### src/hw/rtl/vss_pkg.sv
// Shared constants and types for the slot signature scanner.
`timescale 1ns / 1ps

package vss_pkg;

    localparam int SLOT_BYTES  = 72;
    localparam int OFFSET_BITS = 32;
    localparam int ADDR_W      = 32;
    localparam int FILL_W      = $clog2(2 * SLOT_BYTES + 1);
    localparam int QUEUE_DEPTH = 4;
    localparam int QPTR_W      = $clog2(QUEUE_DEPTH);
    localparam int QCNT_W      = $clog2(QUEUE_DEPTH + 1);

    localparam logic [7:0] HDR_BYTE  = 8'hFF;
    localparam logic [7:0] PAIR_HI   = 8'h53;  // 'S'
    localparam logic [7:0] PAIR_LO   = 8'h43;  // 'C'
    localparam logic [7:0] TAG_BYTE  = 8'h2D;
    localparam int         HDR_LEN   = 4;

    localparam logic [ADDR_W-1:0] MASK_OFS     = ADDR_W'(328);
    localparam logic [ADDR_W-1:0] DEST_OFS     = ADDR_W'(344);
    localparam logic [ADDR_W-1:0] VALUE_OFS    = ADDR_W'(348);
    localparam logic [ADDR_W-1:0] MODIFIER_OFS = ADDR_W'(355);

    // One queue entry: the slots found on one input byte.
    typedef struct packed {
        logic                   two;
        logic [OFFSET_BITS-1:0] off0;
        logic [OFFSET_BITS-1:0] off1;
    } slot_entry_t;

endpackage

### src/hw/rtl/vss_front.sv
// Front end: byte window, match detection and run tracking.
`timescale 1ns / 1ps

module vss_front
    import vss_pkg::*;
(
    input  logic        clk,
    input  logic        rst_n,
    input  logic        in_valid,
    output logic        in_ready,
    input  logic [7:0]  data_byte,
    input  logic        last_byte,
    input  logic        q_full,
    output logic        q_push,
    output slot_entry_t q_entry
);

    logic [7:0]             win_reg [SLOT_BYTES];
    logic [7:0]             win_next [SLOT_BYTES];
    logic [SLOT_BYTES-1:0]  hist_reg;
    logic [OFFSET_BITS-1:0] offset_reg, offset_next;
    logic [OFFSET_BITS-1:0] nxt_off_reg, nxt_off_next;
    logic                   in_run_reg, in_run_next;
    logic [FILL_W-1:0]      fill_reg, fill_next;

    logic                   fire;
    logic                   hdr_ok, pair_ok, tag_ok, cur_match;
    logic [OFFSET_BITS-1:0] count, wstart, cand;

    assign in_ready = !q_full;
    assign fire     = in_valid && in_ready;

    always_comb
    begin
        for (int i = 0; i < SLOT_BYTES - 1; i++)
        begin
            win_next[i] = win_reg[i + 1];
        end
        win_next[SLOT_BYTES-1] = data_byte;
    end

    // Parallel compares over the incoming window.
    always_comb
    begin
        hdr_ok  = 1'b1;
        pair_ok = 1'b0;
        tag_ok  = 1'b0;
        for (int i = 0; i < HDR_LEN; i++)
        begin
            hdr_ok = hdr_ok && (win_next[i] == HDR_BYTE);
        end
        for (int i = 0; i < SLOT_BYTES - 1; i++)
        begin
            pair_ok = pair_ok || ((win_next[i] == PAIR_HI) && (win_next[i + 1] == PAIR_LO));
        end
        for (int i = 0; i < SLOT_BYTES; i++)
        begin
            tag_ok = tag_ok || (win_next[i] == TAG_BYTE);
        end
    end

    always_comb
    begin
        count       = offset_reg + OFFSET_BITS'(1);
        wstart      = count - OFFSET_BITS'(SLOT_BYTES);
        cand        = count - OFFSET_BITS'(2 * SLOT_BYTES);
        fill_next   = (fill_reg < FILL_W'(2 * SLOT_BYTES)) ? fill_reg + FILL_W'(1) : fill_reg;
        cur_match   = hdr_ok && pair_ok && tag_ok && (fill_next >= FILL_W'(SLOT_BYTES));
        offset_next = count;
        nxt_off_next = nxt_off_reg;
        in_run_next  = in_run_reg;
        q_push       = 1'b0;
        q_entry.two  = 1'b0;
        q_entry.off0 = wstart;
        q_entry.off1 = wstart;
        if (fill_next >= FILL_W'(SLOT_BYTES))
        begin
            if (in_run_reg)
            begin
                if (wstart == nxt_off_reg)
                begin
                    if (cur_match)
                    begin
                        q_push       = fire;
                        nxt_off_next = nxt_off_reg + OFFSET_BITS'(SLOT_BYTES);
                    end
                    else
                    begin
                        in_run_next = 1'b0;
                    end
                end
            end
            else if ((fill_next >= FILL_W'(2 * SLOT_BYTES)) && (cand[1:0] == 2'b00) &&
                     (cand >= nxt_off_reg) && hist_reg[0] && cur_match)
            begin
                q_push       = fire;
                q_entry.two  = 1'b1;
                q_entry.off0 = cand;
                in_run_next  = 1'b1;
                nxt_off_next = cand + OFFSET_BITS'(2 * SLOT_BYTES);
            end
        end
    end

    // Window and history carry no reset: the fill count gates every use.
    always_ff @(posedge clk)
    begin
        if (fire)
        begin
            win_reg  <= win_next;
            hist_reg <= {cur_match, hist_reg[SLOT_BYTES-1:1]};
        end
    end

    always_ff @(posedge clk or negedge rst_n)
    begin
        if (!rst_n)
        begin
            offset_reg  <= '0;
            nxt_off_reg <= '0;
            in_run_reg  <= 1'b0;
            fill_reg    <= '0;
        end
        else if (fire)
        begin
            if (last_byte)
            begin
                offset_reg  <= '0;
                nxt_off_reg <= '0;
                in_run_reg  <= 1'b0;
                fill_reg    <= '0;
            end
            else
            begin
                offset_reg  <= offset_next;
                nxt_off_reg <= nxt_off_next;
                in_run_reg  <= in_run_next;
                fill_reg    <= fill_next;
            end
        end
    end

endmodule

### src/hw/rtl/vss_queue.sv
// Short FIFO of found-slot entries between front and back ends.
`timescale 1ns / 1ps

module vss_queue
    import vss_pkg::*;
(
    input  logic        clk,
    input  logic        rst_n,
    input  logic        push,
    input  slot_entry_t push_entry,
    output logic        full,
    input  logic        pop,
    output logic        head_valid,
    output slot_entry_t head_entry
);

    slot_entry_t         mem_reg [QUEUE_DEPTH];
    logic [QPTR_W-1:0]   wr_ptr_reg, rd_ptr_reg;
    logic [QCNT_W-1:0]   cnt_reg, cnt_next;
    logic                do_push, do_pop;

    assign full       = (cnt_reg == QCNT_W'(QUEUE_DEPTH));
    assign head_valid = (cnt_reg != '0);
    assign head_entry = mem_reg[rd_ptr_reg];
    assign do_push    = push && !full;
    assign do_pop     = pop && head_valid;

    always_comb
    begin
        cnt_next = cnt_reg;
        case ({do_push, do_pop})
            2'b10:   cnt_next = cnt_reg + QCNT_W'(1);
            2'b01:   cnt_next = cnt_reg - QCNT_W'(1);
            default: cnt_next = cnt_reg;
        endcase
    end

    always_ff @(posedge clk)
    begin
        if (do_push)
        begin
            mem_reg[wr_ptr_reg] <= push_entry;
        end
    end

    always_ff @(posedge clk or negedge rst_n)
    begin
        if (!rst_n)
        begin
            wr_ptr_reg <= '0;
            rd_ptr_reg <= '0;
            cnt_reg    <= '0;
        end
        else
        begin
            if (do_push)
            begin
                wr_ptr_reg <= wr_ptr_reg + QPTR_W'(1);
            end
            if (do_pop)
            begin
                rd_ptr_reg <= rd_ptr_reg + QPTR_W'(1);
            end
            cnt_reg <= cnt_next;
        end
    end

endmodule

### src/hw/rtl/vss_back.sv
// Back end: base register and address generation into the output register.
`timescale 1ns / 1ps

module vss_back
    import vss_pkg::*;
(
    input  logic              clk,
    input  logic              rst_n,
    input  logic              cfg_valid,
    output logic              cfg_ready,
    input  logic [ADDR_W-1:0] cfg_data,
    input  logic              head_valid,
    input  slot_entry_t       head_entry,
    output logic              pop,
    output logic              out_valid,
    input  logic              out_ready,
    output logic [ADDR_W-1:0] slot_base,
    output logic [ADDR_W-1:0] mask_addr,
    output logic [ADDR_W-1:0] dest_addr,
    output logic [ADDR_W-1:0] value_addr,
    output logic [ADDR_W-1:0] modifier_addr,
    output logic              final_of_item
);

    // Base plus each field offset, folded at write time.
    logic [ADDR_W-1:0] base_reg, mask_b_reg, dest_b_reg, value_b_reg, mod_b_reg;
    logic              idx_reg, idx_next;
    logic              out_valid_reg, out_valid_next;
    logic [ADDR_W-1:0] slot_base_reg, mask_addr_reg, dest_addr_reg;
    logic [ADDR_W-1:0] value_addr_reg, modifier_addr_reg;
    logic              final_reg;
    logic              load, last_slot;
    logic [ADDR_W-1:0] off;

    assign cfg_ready = 1'b1;
    assign load      = head_valid && (!out_valid_reg || out_ready);
    assign last_slot = !head_entry.two || idx_reg;
    assign pop       = load && last_slot;
    assign off       = idx_reg ? ADDR_W'(head_entry.off1) : ADDR_W'(head_entry.off0);

    always_comb
    begin
        idx_next       = idx_reg;
        out_valid_next = out_valid_reg;
        if (load)
        begin
            idx_next       = !last_slot;
            out_valid_next = 1'b1;
        end
        else if (out_ready)
        begin
            out_valid_next = 1'b0;
        end
    end

    always_ff @(posedge clk or negedge rst_n)
    begin
        if (!rst_n)
        begin
            base_reg    <= '0;
            mask_b_reg  <= MASK_OFS;
            dest_b_reg  <= DEST_OFS;
            value_b_reg <= VALUE_OFS;
            mod_b_reg   <= MODIFIER_OFS;
        end
        else if (cfg_valid && cfg_ready)
        begin
            base_reg    <= cfg_data;
            mask_b_reg  <= cfg_data + MASK_OFS;
            dest_b_reg  <= cfg_data + DEST_OFS;
            value_b_reg <= cfg_data + VALUE_OFS;
            mod_b_reg   <= cfg_data + MODIFIER_OFS;
        end
    end

    always_ff @(posedge clk or negedge rst_n)
    begin
        if (!rst_n)
        begin
            idx_reg       <= 1'b0;
            out_valid_reg <= 1'b0;
        end
        else
        begin
            idx_reg       <= idx_next;
            out_valid_reg <= out_valid_next;
        end
    end

    always_ff @(posedge clk)
    begin
        if (load)
        begin
            slot_base_reg     <= base_reg + off;
            mask_addr_reg     <= mask_b_reg + off;
            dest_addr_reg     <= dest_b_reg + off;
            value_addr_reg    <= value_b_reg + off;
            modifier_addr_reg <= mod_b_reg + off;
            final_reg         <= last_slot;
        end
    end

    assign out_valid     = out_valid_reg;
    assign slot_base     = slot_base_reg;
    assign mask_addr     = mask_addr_reg;
    assign dest_addr     = dest_addr_reg;
    assign value_addr    = value_addr_reg;
    assign modifier_addr = modifier_addr_reg;
    assign final_of_item = final_reg;

endmodule

### src/hw/rtl/var_slot_signature_scanner_top.sv
// Top level of the slot signature scanner.
// Input channel: in_valid/in_ready carry one buffer byte per beat (data_byte,
// last_byte). last_byte ends the buffer; the scan restarts at offset zero on
// the next beat.
// Config channel: cfg_valid/cfg_ready write base_address (cfg_data); always
// ready. The user must write only while the block is idle (unenforced).
// Output channel: out_valid/out_ready carry one found slot per beat with its
// base and four field addresses; final_of_item marks the last slot that one
// input byte produced.
// Throughput: one input byte per cycle while the queue is not full. The
// front end updates its 72-byte window and run state in the accept cycle
// and queues any found slots at the accepting edge. The queue head moves
// on into the output register when that is empty or being taken. A byte
// that opens a run yields two beats; a four-entry queue absorbs that.
// Receiver stall: the output register holds its beat, the queue fills, and
// in_ready drops once the queue is full.
// Reset: clears run state, counters, the queue and the output valid;
// base_address returns to zero.
`timescale 1ns / 1ps

module var_slot_signature_scanner_top
    import vss_pkg::*;
(
    input  logic              clk,
    input  logic              rst_n,
    input  logic              cfg_valid,
    output logic              cfg_ready,
    input  logic [ADDR_W-1:0] cfg_data,
    input  logic              in_valid,
    output logic              in_ready,
    input  logic [7:0]        data_byte,
    input  logic              last_byte,
    output logic              out_valid,
    input  logic              out_ready,
    output logic [ADDR_W-1:0] slot_base,
    output logic [ADDR_W-1:0] mask_addr,
    output logic [ADDR_W-1:0] dest_addr,
    output logic [ADDR_W-1:0] value_addr,
    output logic [ADDR_W-1:0] modifier_addr,
    output logic              final_of_item
);

    logic        q_full, q_push, q_pop, q_head_valid;
    slot_entry_t q_entry, q_head;

    vss_front u_front (
        .clk       (clk),
        .rst_n     (rst_n),
        .in_valid  (in_valid),
        .in_ready  (in_ready),
        .data_byte (data_byte),
        .last_byte (last_byte),
        .q_full    (q_full),
        .q_push    (q_push),
        .q_entry   (q_entry)
    );

    vss_queue u_queue (
        .clk        (clk),
        .rst_n      (rst_n),
        .push       (q_push),
        .push_entry (q_entry),
        .full       (q_full),
        .pop        (q_pop),
        .head_valid (q_head_valid),
        .head_entry (q_head)
    );

    vss_back u_back (
        .clk           (clk),
        .rst_n         (rst_n),
        .cfg_valid     (cfg_valid),
        .cfg_ready     (cfg_ready),
        .cfg_data      (cfg_data),
        .head_valid    (q_head_valid),
        .head_entry    (q_head),
        .pop           (q_pop),
        .out_valid     (out_valid),
        .out_ready     (out_ready),
        .slot_base     (slot_base),
        .mask_addr     (mask_addr),
        .dest_addr     (dest_addr),
        .value_addr    (value_addr),
        .modifier_addr (modifier_addr),
        .final_of_item (final_of_item)
    );

endmodule

### config.mk
export PLATFORM = sky130hd
export DESIGN_NAME = var_slot_signature_scanner_top
export DESIGN_NICKNAME = d
export VERILOG_FILES = /design/src/hw/rtl/vss_pkg.sv /design/src/hw/rtl/vss_front.sv /design/src/hw/rtl/vss_queue.sv /design/src/hw/rtl/vss_back.sv /design/src/hw/rtl/var_slot_signature_scanner_top.sv
export SDC_FILE = /design/constraint.sdc
export NUM_CORES = 2
export LEC_CHECK = 0
export ABC_AREA = 1
export BUFFER_PORTS_ARGS = -buffer_cell sky130_fd_sc_hd__buf_2
export CAP_MARGIN = 15
export CORE_MARGIN = 2
export CORE_UTILIZATION = 40
export CTS_CLUSTER_SIZE = 20
export DETAILED_ROUTE_END_ITERATION = 8
export REMOVE_ABC_BUFFERS = 1
export SLEW_MARGIN = 10
export SYNTH_ARGS = -nofsm -noshare
export SYNTH_HDL_FRONTEND = slang
export SYNTH_HIERARCHICAL = 1
export SYNTH_SLANG_ARGS = --single-unit
### constraint.sdc
create_clock -name clk -period 23.2 [get_ports clk]
set_input_delay 3.48 -clock clk [delete_from_list [all_inputs] [get_ports clk]]
set_output_delay 3.48 -clock clk [all_outputs]
set_load 0.01 [all_outputs]
==> results.toml <==
[cts]
cts_buffers = 142
clockBufferDepth = 3
cts.sinks = 1285
clock_latency_ps = 820
cts_hold_buffers = 0
clk_pin_slew_ps = 60
post-cts-setup-buffers = 0
root_buffer = "clkbuf_16"
cts_tree = "yes"
htreeDepth = 4
cts-resized-gates = 0

[job]
drv_cap = 0

[worst_setup_path]
critPathMostFrequentCell = "nand2_1"
r2r-start = "u_front/offset_reg[0]$_DFFE_PN0P_"
reg2reg_depth = 27
worstPathArrival_ps = 7740
setup.worst_path.end_class = "register"
crit_slowest_cell = "buf_4"
rrSetupSlack_ps = 15860
crit_fanout = 65
worst-path-buf-inv = 3
critical_path.reg2reg.endpoint = "u_queue/mem_reg[3][42]$_DFFE_PP_"
cp_slowest_stage_delay_ps = 720
cp-start-kind = "register"
critPathKind = "reg -> reg"
required_ps = 23600
crit_family = "simple AND/OR/NAND/NOR gates"

[timing]
tightest_slew_ps = 1125
rsz0062_at_grt = "false"
fin_crit_ps = 7341
slew_headroom = 0.2500
setup-violations-final = 0
drv_slew = 0
skew_ps = 56.18
holdWs_ps = 412.5
hold_viol_final = 0
fmax_ghz = 0.1362
finalSetupTns_ps = 0
finalCritPeriodShare = 0.3164
worst_slack_ps = 15860

[global_routing]
grt.met3_usage = 0.03856
first_global_vias = 49700
use_met1 = 0.3099
grtUsageMet2 = 0.3740
grt.overflow.total = 0
busiest_layer = "met2"
grt_pass1_wl_mm = 302.7
grt_max_degree = 190
grtUsageTotal = 0.2325
grt_antenna_before_repair = 13

[synth]
synthCells = 7679
syn_area_um2 = 67430
synth_edf_count = 1052
syn_avg_cell_area_um2 = 8.781
yosysTopAreaCell = "edfxtp_1"
synthDominantCellAreaShare = 0.4685
yosysSeqAreaShare = 0.5553
synth_seq_cells = 1285
synth_warnings = 6
yosysMostFrequentCell = "nand2_1"
ys_types = 68
synth.area.top_cells = "edfxtp_1 (47%), nand2_1 (15%), dfrtp_1 (8.1%)"
synth_ff_type = "edfxtp_1"
synth_common_cells = "nand2_1 (2703), inv_1 (1139), edfxtp_1 (1052)"
synth-async-reset-ratio = 0.1813

[final_layout]
largest_reg_flops = 568
drive_gt1_frac = 0.07649
area_growth_syn_to_layout_pct = 12.44
layout.nets = 8181

[floorplanning]
io_pins = 210
dieHeight_um = 414.6
dieArea_um2 = 171900
start_util = 0.4032
core-area_um2 = 167200
row_count = 150
die_x_um = 414.6

[worst_hold_path]
hp-class = "reg -> reg"
min_path_cells = 0
holdPathEnd = "u_front/hist_reg[11]$_DFFE_PP_"
min-delay-start = "u_front/hist_reg[12]$_DFFE_PP_"

[power]
power_frac_seq = 0.485
switching_share = 0.2521
p_int_mw = 4.087
pwr-share-comb = 0.086
p_leak_nw = 34.82
p_switching_mw = 1.377
total_power_mw = 5.465
power_density_nw_per_um2 = 72.08
ir_drop_mv = 0.08252
clkPwrFrac = 0.428

[detailed_routing]
wl_per_cell_um = 19.78
via_per_inst = 5.133
postRouteAntennaNets = 0
drc = 0
vias = 52680
wl_mm = 203.0
drt_iter0_drc = 4735
drt_pass1_iterations = 7

[place]
post-place-ws_ps = 15460
hpwl_mm = 151.6
gp_congestion = 0.9835
numPortBuffers = 208

[run_status]
status = "completed"
## cell usage in the layout, fill, tap and decap left out, types with 9 or more instances in the layout
| master | count |
|---|---|
| o211ai_1 | 175 |
| nand2_2 | 28 |
| clkbuf_1 | 24 |
| nor3_1 | 101 |
| clkinvlp_4 | 9 |
| xor2_1 | 99 |
| nor4_1 | 49 |
| clkinv_2 | 15 |
| o21bai_1 | 11 |
| ha_1 | 196 |
| nand2_1 | 2703 |
| edfxtp_1 | 1052 |
| nor3b_1 | 39 |
| clkbuf_16 | 144 |
| clkinv_1 | 29 |
| dfrtp_1 | 216 |
| inv_1 | 1137 |
| nor2_4 | 18 |
| bufinv_16 | 17 |
| a21oi_1 | 136 |
| o21ai_0 | 113 |
| nand3_1 | 497 |
| buf_2 | 207 |
| nand4_1 | 144 |
| o22ai_1 | 47 |
| inv_2 | 23 |
| nor2_1 | 556 |
| nand3b_1 | 20 |
| dfstp_2 | 16 |
| buf_4 | 30 |
| or2_2 | 10 |
| nor4b_1 | 19 |
| nor2_2 | 27 |
| a31oi_1 | 11 |
## power by group through the flow
stage	Combinational [mW]	Clock (mW)	Sequential, mW
finish	0.471	2.34	2.65
global route	0.525	2.49	2.66
CTS	0.469	2.40	2.65
detailed placement	0.466	0	2.70
global placement	0.465	0	2.70
floorplan	0.303	0	2.70
## how the worst max path moves through the flow
stage                                                   to  slack (ps)                              start  depth (start not counted)
after detailed placement   u_queue/mem_reg[3][2]$_DFFE_PP_       15460                       data_byte[6]                         19
after floorplan            u_queue/mem_reg[0][0]$_DFFE_PP_        2210                           in_valid                          6
final                     u_queue/mem_reg[3][42]$_DFFE_PP_       15860  u_front/offset_reg[0]$_DFFE_PN0P_                         27
after global routing       u_queue/mem_reg[0][9]$_DFFE_PP_       15190  u_front/offset_reg[0]$_DFFE_PN0P_                         27
after CTS                 u_queue/mem_reg[1][53]$_DFFE_PP_       15890  u_front/offset_reg[0]$_DFFE_PN0P_                         27
after global placement     u_queue/mem_reg[0][2]$_DFFE_PP_       15440                       data_byte[6]                         19
## area by class of cell
type                       count  area (µm²)
tap                         2204        2758
clock buffer                 173        3762
inverter                    1168        4404
fill                       16020       91410
timing repair buffer         239        1296
clock inverter                88        1145
sequential                  1285       37440
multi-input combinational   5100       24990
antenna                        6       15.01
## layer usage
layer | vias to the layer above | wire [µm] | part of all wire
met2 | 1599 | 93340 | 0.46
met4 | 0 | 8923 | 0.044
met5 | - | 0 | 0
met1 | 24930 | 88620 | 0.44
li1 | 25810 | - | -
met3 | 340 | 12100 | 0.060
## cells by family (layout without fill, tap and decap cells)
logic type / after synthesis / count (layout) / synth area share
AOI/OAI and AO/OA: 554 / 554 / 0.05187
xor gates and xnor gates: 109 / 109 / 0.01520
adders and majority gates: 199 / 199 / 0.03726
buffers and inverters: 1294 / 1668 / 0.07460
DFF: 1285 / 1285 / 0.5553
other: 1 / 7 / 0.00005562
and+or+nand+nor: 4237 / 4237 / 0.2657
## per-stage QoR
| stage | instance area [µm²] | utilization | instances |
|---|---|---|---|
| 6_report | 75820 | 0.4534 | 10260 |
| 5_1_grt | 75810 | 0.4533 | 10260 |
| 4_1_cts | 75800 | 0.4533 | 10260 |
| 3_5_place_dp | 70890 | 0.4239 | 9996 |
| 3_3_place_gp | 70890 | 0.4239 | 9996 |
| 2_1_floorplan | 66780 | - | 7553 |
Note: power is estimated with default switching activity, not from simulation.
